===== src/dtrrs_pkg.sv =====
// Shared types and constants for the delay timer round-robin scheduler.
// Field widths, action codes, controller state and command bundle.
// Depends on nothing.
package dtrrs_pkg;

   localparam int ACTION_WIDTH         = 2;
   localparam int THREAD_FIELD_WIDTH   = 3;
   localparam int COUNT_FIELD_WIDTH    = 16;
   localparam int MASK_FIELD_WIDTH     = 8;
   localparam int MILLIS_WIDTH         = 32;

   localparam int THREAD_COUNT_DEFAULT = 8;
   localparam int DELAY_WIDTH_DEFAULT  = 16;

   typedef enum logic [ACTION_WIDTH-1:0] {
      ACT_TICK        = 2'd0,
      ACT_SCHEDULE    = 2'd1,
      ACT_START_DELAY = 2'd2
   } action_type;

   typedef enum logic {
      ST_IDLE,
      ST_EXEC
   } ctrl_state_type;

   typedef struct packed {
      logic capture;
      logic execute;
   } ctrl_cmd_type;

endpackage


===== src/dtrrs_ctrl.sv =====
// Controller for the scheduler: handshake on both channels and sequencing.
// Drives capture and execute commands to dtrrs_datapath; uses dtrrs_pkg.
module dtrrs_ctrl
   import dtrrs_pkg::*;
(
   input  logic         clock,
   input  logic         reset,
   input  logic         req_valid,
   output logic         req_stall,
   output logic         rsp_valid,
   input  logic         rsp_stall,
   output ctrl_cmd_type cmd
);

   ctrl_state_type state_ff, state_in;
   logic           rsp_valid_ff, rsp_valid_in;

   always_ff @(posedge clock) begin
      if (reset) begin
         state_ff     <= ST_IDLE;
         rsp_valid_ff <= 1'b0;
      end else begin
         state_ff     <= state_in;
         rsp_valid_ff <= rsp_valid_in;
      end
   end

   always_comb begin
      state_in    = state_ff;
      cmd.capture = 1'b0;
      cmd.execute = 1'b0;
      req_stall   = 1'b1;
      rsp_valid_in = rsp_valid_ff && rsp_stall;
      unique case (state_ff)
         ST_IDLE: begin
            req_stall = 1'b0;
            if (req_valid) begin
               cmd.capture = 1'b1;
               state_in    = ST_EXEC;
            end
         end
         ST_EXEC: begin
            // hold until the previous beat has left the output
            if (!rsp_valid_ff || !rsp_stall) begin
               cmd.execute  = 1'b1;
               rsp_valid_in = 1'b1;
               state_in     = ST_IDLE;
            end
         end
         default: begin
            state_in = ST_IDLE;
         end
      endcase
   end

   assign rsp_valid = rsp_valid_ff;

endmodule


===== src/dtrrs_datapath.sv =====
// Datapath for the scheduler: input registers, delay counter lanes,
// millisecond clock and round-robin pick. Commanded by dtrrs_ctrl; uses dtrrs_pkg.
module dtrrs_datapath
   import dtrrs_pkg::*;
#(
   parameter int THREAD_COUNT = THREAD_COUNT_DEFAULT,
   parameter int DELAY_WIDTH  = DELAY_WIDTH_DEFAULT
)
(
   input  logic                          clock,
   input  logic                          reset,
   input  ctrl_cmd_type                  cmd,
   input  logic [ACTION_WIDTH-1:0]       req_action,
   input  logic [THREAD_FIELD_WIDTH-1:0] req_thread,
   input  logic [COUNT_FIELD_WIDTH-1:0]  req_delay_count,
   input  logic [MASK_FIELD_WIDTH-1:0]   req_disable_mask,
   output logic [THREAD_FIELD_WIDTH-1:0] rsp_next_thread,
   output logic                          rsp_found,
   output logic [MASK_FIELD_WIDTH-1:0]   rsp_delayed_mask,
   output logic [MILLIS_WIDTH-1:0]       rsp_elapsed_ms
);

   localparam int TW = $clog2(THREAD_COUNT);

   logic [ACTION_WIDTH-1:0]       action_ff;
   logic [THREAD_FIELD_WIDTH-1:0] thread_ff;
   logic [COUNT_FIELD_WIDTH-1:0]  count_ff;
   logic [MASK_FIELD_WIDTH-1:0]   disable_ff;

   logic [DELAY_WIDTH-1:0]  counter_ff [THREAD_COUNT];
   logic [DELAY_WIDTH-1:0]  counter_in [THREAD_COUNT];
   logic [THREAD_COUNT-1:0] active_ff, active_in;
   logic [TW-1:0]           cur_ff, cur_in;
   logic [MILLIS_WIDTH-1:0] millis_ff, millis_in;
   logic                    found_ff, found_in;

   logic [TW-1:0]             thread_idx;
   logic                      thread_ok;
   logic [DELAY_WIDTH-1:0]    new_count;
   logic [THREAD_COUNT-1:0]   ready;
   logic [TW-1:0]             start;
   logic [2*THREAD_COUNT-1:0] doubled;
   logic [THREAD_COUNT-1:0]   rotated;
   logic [TW-1:0]             offset;
   logic [TW:0]               pick_sum;
   logic [TW-1:0]             pick;
   logic [DELAY_WIDTH-1:0]    dec;

   always_ff @(posedge clock) begin
      if (cmd.capture) begin
         action_ff  <= req_action;
         thread_ff  <= req_thread;
         count_ff   <= req_delay_count;
         disable_ff <= req_disable_mask;
      end
   end

   always_ff @(posedge clock) begin
      if (reset) begin
         for (int i = 0; i < THREAD_COUNT; i++) begin
            counter_ff[i] <= '0;
         end
         active_ff <= '0;
         cur_ff    <= '0;
         millis_ff <= '0;
         found_ff  <= 1'b0;
      end else if (cmd.execute) begin
         for (int i = 0; i < THREAD_COUNT; i++) begin
            counter_ff[i] <= counter_in[i];
         end
         active_ff <= active_in;
         cur_ff    <= cur_in;
         millis_ff <= millis_in;
         found_ff  <= found_in;
      end
   end

   assign thread_idx = TW'(thread_ff);
   assign thread_ok  = (int'(thread_ff) < THREAD_COUNT);
   assign new_count  = DELAY_WIDTH'(count_ff);

   assign ready   = ~(THREAD_COUNT'(disable_ff) | active_ff);
   assign start   = (cur_ff == TW'(THREAD_COUNT - 1)) ? '0 : cur_ff + 1'b1;
   assign doubled = {ready, ready} >> start;
   assign rotated = doubled[THREAD_COUNT-1:0];

   always_comb begin
      offset = '0;
      for (int i = THREAD_COUNT - 1; i >= 0; i--) begin
         if (rotated[i]) begin
            offset = TW'(i);
         end
      end
   end

   assign pick_sum = {1'b0, start} + {1'b0, offset};
   assign pick     = (pick_sum >= (TW+1)'(THREAD_COUNT)) ?
                     TW'(pick_sum - (TW+1)'(THREAD_COUNT)) : pick_sum[TW-1:0];

   always_comb begin
      for (int i = 0; i < THREAD_COUNT; i++) begin
         counter_in[i] = counter_ff[i];
      end
      active_in = active_ff;
      cur_in    = cur_ff;
      millis_in = millis_ff;
      found_in  = 1'b0;
      dec       = '0;
      case (action_ff)
         ACT_TICK: begin
            for (int i = 0; i < THREAD_COUNT; i++) begin
               dec = counter_ff[i] - 1'b1;
               if (active_ff[i]) begin
                  counter_in[i] = dec;
                  if (dec == '0) begin
                     active_in[i] = 1'b0;
                  end
               end
            end
            millis_in = millis_ff + 1'b1;
         end
         ACT_SCHEDULE: begin
            if (|ready) begin
               cur_in   = pick;
               found_in = 1'b1;
            end
         end
         ACT_START_DELAY: begin
            for (int i = 0; i < THREAD_COUNT; i++) begin
               if (thread_ok && thread_idx == TW'(i)) begin
                  counter_in[i] = new_count;
                  active_in[i]  = (new_count != '0);
               end
            end
         end
         default: begin
         end
      endcase
   end

   assign rsp_next_thread  = THREAD_FIELD_WIDTH'(cur_ff);
   assign rsp_found        = found_ff;
   assign rsp_delayed_mask = MASK_FIELD_WIDTH'(active_ff);
   assign rsp_elapsed_ms   = millis_ff;

endmodule


===== src/delay_timer_round_robin_scheduler_core.sv =====
// Top level of the delay timer round-robin scheduler.
// Joins dtrrs_ctrl and dtrrs_datapath; uses dtrrs_pkg.
//
// Each request beat is one action: a millisecond tick that counts down every
// running delay and advances the 32-bit clock, a schedule that picks the next
// ready thread round-robin after the current one (current thread tried last),
// or a start-delay that arms one thread's counter. Every request gives exactly
// one response beat carrying the current thread, the found flag, the delayed
// mask and the elapsed milliseconds. A beat first registers the request;
// then the datapath updates all counter lanes and makes the pick in parallel.
// The request side is stalled while a beat is in work, and the update waits
// while the previous response is still stalled on the output.
module delay_timer_round_robin_scheduler_core
   import dtrrs_pkg::*;
#(
   parameter int THREAD_COUNT = THREAD_COUNT_DEFAULT,
   parameter int DELAY_WIDTH  = DELAY_WIDTH_DEFAULT
)
(
   input  logic                          clock,
   input  logic                          reset,
   input  logic                          req_valid,
   output logic                          req_stall,
   input  logic [ACTION_WIDTH-1:0]       req_action,
   input  logic [THREAD_FIELD_WIDTH-1:0] req_thread,
   input  logic [COUNT_FIELD_WIDTH-1:0]  req_delay_count,
   input  logic [MASK_FIELD_WIDTH-1:0]   req_disable_mask,
   output logic                          rsp_valid,
   input  logic                          rsp_stall,
   output logic [THREAD_FIELD_WIDTH-1:0] rsp_next_thread,
   output logic                          rsp_found,
   output logic [MASK_FIELD_WIDTH-1:0]   rsp_delayed_mask,
   output logic [MILLIS_WIDTH-1:0]       rsp_elapsed_ms
);

   ctrl_cmd_type cmd;

   dtrrs_ctrl u_ctrl (
      .clock     (clock),
      .reset     (reset),
      .req_valid (req_valid),
      .req_stall (req_stall),
      .rsp_valid (rsp_valid),
      .rsp_stall (rsp_stall),
      .cmd       (cmd)
   );

   dtrrs_datapath #(
      .THREAD_COUNT (THREAD_COUNT),
      .DELAY_WIDTH  (DELAY_WIDTH)
   ) u_datapath (
      .clock            (clock),
      .reset            (reset),
      .cmd              (cmd),
      .req_action       (req_action),
      .req_thread       (req_thread),
      .req_delay_count  (req_delay_count),
      .req_disable_mask (req_disable_mask),
      .rsp_next_thread  (rsp_next_thread),
      .rsp_found        (rsp_found),
      .rsp_delayed_mask (rsp_delayed_mask),
      .rsp_elapsed_ms   (rsp_elapsed_ms)
   );

endmodule

===== config.mk =====
export PLATFORM = sky130hd
export DESIGN_NAME = delay_timer_round_robin_scheduler_core
export DESIGN_NICKNAME = d
export VERILOG_FILES = /design/src/dtrrs_pkg.sv /design/src/dtrrs_ctrl.sv /design/src/dtrrs_datapath.sv /design/src/delay_timer_round_robin_scheduler_core.sv
export SDC_FILE = /design/constraint.sdc
export NUM_CORES = 1
export LEC_CHECK = 0
export BUFFER_PORTS_ARGS = -buffer_cell sky130_fd_sc_hd__buf_4
export CAP_MARGIN = 5
export CORE_UTILIZATION = 66
export DETAILED_ROUTE_END_ITERATION = 10
export GPL_TIMING_DRIVEN = 0
export PLACE_DENSITY_LB_ADDON = 0.15
export SLEW_MARGIN = 10
export SYNTH_ARGS = -nofsm -noshare
export SYNTH_HDL_FRONTEND = slang
export SYNTH_HIERARCHICAL = 1
export SYNTH_SLANG_ARGS = --single-unit

===== constraint.sdc =====
create_clock -name clock -period 8 [get_ports clock]
set_clock_uncertainty 0.2 [all_clocks]
set_input_delay 0.4 -clock clock [delete_from_list [all_inputs] [get_ports clock]]
set_output_delay 0.4 -clock clock [all_outputs]
set_load 0.05 [all_outputs]

; Yosys cells after proc, flatten, opt, wreduce, memory -nomap -nowiden
; Memories as Yosys holds them, arrays and structs flattened.
; Index checks and enable logic that the tools add are counted.
[totals]
reg_bits = 75
mem_bits_rw = 128
in_bits = 33
output_inout_bits = 46
wordCells = 164
memories = 1
[op_classes]
n_addsub = 12
n_lt_le_gt_ge = 1
eq_ne = 18
shift = 1
muxes = 76
bitwise = 11
n_reduce_logical = 27
[mem_list]
columns = name, words, width, rd, rd_clocked_by_memory_dff, write_ports, line
row1 = u_datapath.counter_ff, 8, 16, 8, 0, 8, dtrrs_datapath.sv:30  ; logic [DELAY_WIDTH-1:0] counter_ff [THREAD_COUNT];
[op_table]
columns = operator, count
row1 = $mux W16, 24
row2 = $pmux W128 S2, 1
row3 = $logic_not A16 Y1, 8
row4 = $sub A16 B1 Y16 const B, 8
row5 = $mux W1, 39
row6 = $add A32 B1 Y32 const B, 1
row7 = $mux W3, 10
row8 = $reduce_and A3 Y1, 9
row9 = $ne A2 B1 Y1 const B, 8
row10 = $pmux W8 S2, 1
row11 = $reduce_bool A16 Y1, 1
row12 = $shr A16 B3 Y8, 1
row13 = $eq A3 B3 Y1 const B, 5
row14 = $not A8 Y8, 1
row15 = $or A1 B1 Y1, 8
row16 = $or A8 B8 Y8, 1
row17 = $reduce_or A8 Y1, 1
row18 = $eq A3 B2 Y1 const B, 2
row19 = $add A3 B3 Y4, 1
row20 = $ge A4 B4 Y1 const B, 1
row21 = $add A3 B1 Y3 const B, 1
row22 = $eq A3 B1 Y1 const B, 1
row23 = $logic_not A3 Y1, 1
row24 = $sub A3 B1 Y3 const B, 1
row25 = other kinds (10), 11

; Longest topological paths before layout
[logic_depth]
depth_word = 14
mapped_depth = 16

; Cells and area by module
; Netlist, hierarchy kept.
[by_module_without_submodules]
columns = module, instances, cells_each, area_each_um2
row1 = dtrrs_datapath, 1, 1166, 11646.2
row2 = dtrrs_ctrl, 1, 9, 92.6

; Worst setup path after synthesis
; Ideal clock, no wire load.
[synth_timing]
path_type = reg-to-reg
startpoint = register u_datapath.cur_ff[0], in the netlist u_datapath/rsp_next_thread[0]
endpoint = register u_datapath.cur_ff[2], in the netlist u_datapath/rsp_next_thread[2]
setup_ps = 91
t_arrival_ps = 3673
required_time_ps = 7709
path_slack_ps = 4036
path_stages_with_launch = 16
path_buffers = 1
synth_period_minus_slack_ps = 3964
path_cell_list = dfxtp_1 -> ha_1 -> ha_1 -> or2_1 -> buf_2 -> mux4_2 -> mux2i_1 -> nand2b_1 -> a21bo_1 -> a31oi_1 -> ha_1 -> inv_1 -> fa_1 -> xor2_1 -> a31o_1 -> a311oi_1
[synth_via]
elab_chain_len = 14
[synth_rtl]
columns = item, line
row1 = from (decl), dtrrs_datapath.sv:33  ; logic [TW-1:0] cur_ff, cur_in;
row2 = from (signal assigned), dtrrs_datapath.sv:72  ; cur_ff <= cur_in;
row3 = $add A3 B1 Y3 or $eq A3 B3 Y1 (tied branches), dtrrs_datapath.sv:83  ; assign start = (cur_ff == TW'(THREAD_COUNT - 1)) ? '0 : cur_ff + 1'b1;
row4 = $mux W3 (*), dtrrs_datapath.sv:83
row5 = $shr A16 B3 Y8, dtrrs_datapath.sv:84  ; assign doubled = {ready, ready} >> start;
row6 = $mux W3 (8 in a row), dtrrs_datapath.sv:90  ; if (rotated[i]) begin
row7 = $add A3 B3 Y4 (*), dtrrs_datapath.sv:96  ; assign pick_sum = {1'b0, start} + {1'b0, offset};
row8 = $ge A4 B4 Y1 or $sub A3 B1 Y3 (tied branches), "dtrrs_datapath.sv:97, dtrrs_datapath.sv:98"
row9 = $mux W3 (*), dtrrs_datapath.sv:97  ; assign pick = (pick_sum >= (TW+1)'(THREAD_COUNT)) ?
; Every way passes the cells marked *; elsewhere a longest branch is shown, timed or not.
; A chain may end at the register's enable or synchronous reset.

; Worst setup path in the final report
; Ends and elaborated chain as after synthesis.

==> impl_metrics.env <==
export IMPL_cp_start_kind="register"
export IMPL_holdCritPathClass="register to register"
export IMPL_grt_overflow=0
export IMPL_chipWidth_microns=135
export IMPL_htreeDepth=1
export IMPL_hpwl_microns=21800
export IMPL_final_cell_mix="157 x edfxtp_1, 129 x a21oi_1, 122 x nor2_1"
export IMPL_synth_area_per_cell_sq_um=9.99
export IMPL_grt_pass1_wl_microns=50900
export IMPL_numCtsBuffers=22
export IMPL_start_util_pct=67.6
export IMPL_slew_violations=0
export IMPL_clock_power_share_pct=36.9
export IMPL_setup_ws_ps=4070
export IMPL_wl_microns=32500
export IMPL_grt_usage_pct=36.0
export IMPL_irDropWorstVdd_uv=198
export IMPL_synth_cell_type_count=79
export IMPL_area_growth_pct=16.2
export IMPL_drtAntennaViolNets=0
export IMPL_crit_fanout=10
export IMPL_swShare_pct=27.6
export IMPL_final_nets=1366
export IMPL_gp_congestion=0.947
export IMPL_antenna_cells=0
export IMPL_min_to="u_datapath/rsp_elapsed_ms[21]$_SDFFE_PP0P_"
export IMPL_clk_transition_reported_paths_ps=60
export IMPL_layout_drive_gt1_share_pct=10.8
export IMPL_die_area_sq_um=18300
export IMPL_max_freq_mhz=254
export IMPL_io_buffers=78
export IMPL_rsz0062_at_grt="no"
export IMPL_placementRows=48
export IMPL_cp_data_arrival_time_ps=4140
export IMPL_cts_tree="yes"
export IMPL_cts_path_max_buffers=3
export IMPL_worstSetupEndpointType="register"
export IMPL_worstPathRequired_ps=8210
export IMPL_p_int_uw=1910
export IMPL_rr_endpoint="u_datapath/rsp_next_thread[2]$_SDFFE_PP0P_"
export IMPL_grt_max_degree=30
export IMPL_fin_setup_tns_ps=0
export IMPL_tightest_slew_ps=1310
export IMPL_clockRootBuffer="clkbuf_16"
export IMPL_timing_final_crit_share_pct=49.1
export IMPL_synthFlopType="edfxtp_1"
export IMPL_leakage_uw=0.00468
export IMPL_fp_dieH_microns=135
export IMPL_post_place_ws_ps=4080
export IMPL_synth_area_sq_um=11700
export IMPL_combPwrFrac_pct=14.5
export IMPL_synth_edf_count=157
export IMPL_fp_coreArea_sq_um=17400
export IMPL_post_cts_buffers=0
export IMPL_setup_viol=0
export IMPL_ys_warn_count=6
export IMPL_whs_path_depth=2
export IMPL_synth_cells=1175
export IMPL_period_needed_ps=3930
export IMPL_first_pass_iters=6
export IMPL_num_io_pins=79
export IMPL_netSwitchingPower_uw=726
export IMPL_grt_antenna_before_repair=0
export IMPL_r2r_start="u_datapath/rsp_next_thread[0]$_SDFFE_PP0P_"
export IMPL_outcome="finished clean"
export IMPL_drc_errors=0
export IMPL_min_from="u_datapath/rsp_elapsed_ms[21]$_SDFFE_PP0P_"
export IMPL_slew_headroom_pct=11.5
export IMPL_viasPerCell=6.58
export IMPL_dr_total_vias=10200
export IMPL_async_flop_share_pct=0
export IMPL_layout_commonest_cell="edfxtp_1"
export IMPL_wl_per_cell_microns=21.0
export IMPL_powerDensity_nw_per_um2=193
export IMPL_synth_nets=1229
export IMPL_synth_seq_cells=203
export IMPL_r2r_setup_slack_ps=4070
export IMPL_seq_area_frac_synth_pct=48.0
export IMPL_crit_type="register to register"
export IMPL_finalHoldViolations=0
export IMPL_clock_latency_ps=510
export IMPL_cts_sink_count=203
export IMPL_worstRegToRegCells=15
export IMPL_grt_pass1_vias=9552
export IMPL_drt_first_iter_violations=1156
export IMPL_cap_viol_max_count=0
export IMPL_power_frac_seq_pct=48.6
[worst max-delay path: stages, from the launching register on]
cell,delay (ps)
dfxtp_1,370
ha_1,160
ha_1,160
or2_1,130
buf_2,300
mux4_2,570
mux2i_1,240
nand2b_1,90
a21bo_1,190
a31oi_1,200
ha_1,190
inv_1,50
fa_1,370
xor2_1,170
a31o_1,210
a311oi_1,240
[logic make-up (layout without fill, tap and decap cells)]
| family | after synthesis | in the layout | synth area share (%) |
|---|---|---|---|
| AO/OA/AOI/OAI | 287 | 287 | 15.0 |
| XOR/XNOR | 118 | 118 | 8.80 |
| adder cells (fa/ha/maj) | 21 | 21 | 2.30 |
| buffers and inverters | 85 | 238 | 2.93 |
| flip-flops | 203 | 203 | 48.0 |
| multiplexers | 31 | 31 | 3.50 |
| AND/OR/NAND/NOR | 430 | 430 | 19.5 |
[Yosys cell counts, types with 22 or more instances]
cell / instances / area share [%]
a21oi_1: 129 / 5.5
a31oi_1: 22 / 1.2
clkbuf_1: 47 / 1.5
dfxtp_1: 46 / 7.8
edfxtp_1: 157 / 40
inv_1: 30 / 0.96
mux2i_1: 23 / 2.0
nand2_1: 69 / 2.2
nand3_1: 26 / 1.1
nor2_1: 122 / 3.9
nor3_1: 32 / 1.4
nor4_1: 34 / 1.8
o21ai_0: 39 / 1.7
or3_1: 31 / 1.7
xnor2_1: 73 / 5.4
xor2_1: 45 / 3.4
[worst max-delay path by stage]
stage	from	endpoint	slack, ps	cells past startpoint
after floorplan	u_datapath/rsp_next_thread[0]$_SDFFE_PP0P_	u_datapath/rsp_next_thread[2]$_SDFFE_PP0P_	4040	15
after global placement	u_datapath/rsp_next_thread[0]$_SDFFE_PP0P_	u_datapath/rsp_next_thread[2]$_SDFFE_PP0P_	4190	15
after detailed placement	u_datapath/rsp_next_thread[0]$_SDFFE_PP0P_	u_datapath/rsp_next_thread[2]$_SDFFE_PP0P_	4080	15
after CTS	u_datapath/rsp_next_thread[0]$_SDFFE_PP0P_	u_datapath/rsp_next_thread[2]$_SDFFE_PP0P_	4080	15
after global routing	u_datapath/rsp_next_thread[0]$_SDFFE_PP0P_	u_datapath/rsp_next_thread[2]$_SDFFE_PP0P_	3820	15
final	u_datapath/rsp_next_thread[0]$_SDFFE_PP0P_	u_datapath/rsp_next_thread[2]$_SDFFE_PP0P_	4070	15
[metal layers]
layer  track usage, %  routed length [microns]
met5                0                        0
met1             46.2                    12300
met4             14.7                     1390
met3             5.95                     3080
met2             60.7                    15800
[metrics by stage]
step	util (%)	instances	area, sq um	hold WS (ps)	total power, uW
CTS	78.6	1553	13600	317	2630
detailed placement	72.8	1481	12600	302	1650
finish	78.6	1553	13600	318	2630
floorplan	-	1175	11700	262	1530
global route	78.6	1553	13600	353	2720
global placement	72.6	1478	12600	289	1640
[power groups by stage]
stage | clock (uW) | combinational (uW) | sequential (uW)
floorplan | 0 | 236 | 1300
global placement | 0 | 347 | 1290
detailed placement | 0 | 358 | 1300
CTS | 976 | 374 | 1280
global route | 1020 | 413 | 1290
finish | 972 | 383 | 1280
[cell type report]
cell class | count | area, sq um
Buffer | 53 | 224
Clock buffer | 25 | 583
Clock inverter | 15 | 95.1
Fill cell | 1145 | 3710
Inverter | 32 | 120
Multi-Input combinational cell | 887 | 5770
Sequential cell | 203 | 5640
Tap cell | 225 | 282
Timing Repair Buffer | 113 | 928
[registers in the layout, summed over array words and instances, names as in the netlist]
name / cells
u_datapath/disable_ff: 8
u_datapath/rsp_delayed_mask: 8
u_datapath/count_ff: 16
u_datapath/action_ff: 2
u_ctrl/state_ff: 1
u_datapath/rsp_found: 1
u_datapath/counter_ff: 128
u_datapath/rsp_elapsed_ms: 32
u_datapath/thread_ff: 3
u_ctrl/rsp_valid: 1
u_datapath/rsp_next_thread: 3
[what timing repair did]
item / CTS / global route
resized for setup: 0 / 0
hold buffers: 32 / 0
hold endpoints to repair: 31 / 0
Power figures use the tool's default switching activity.
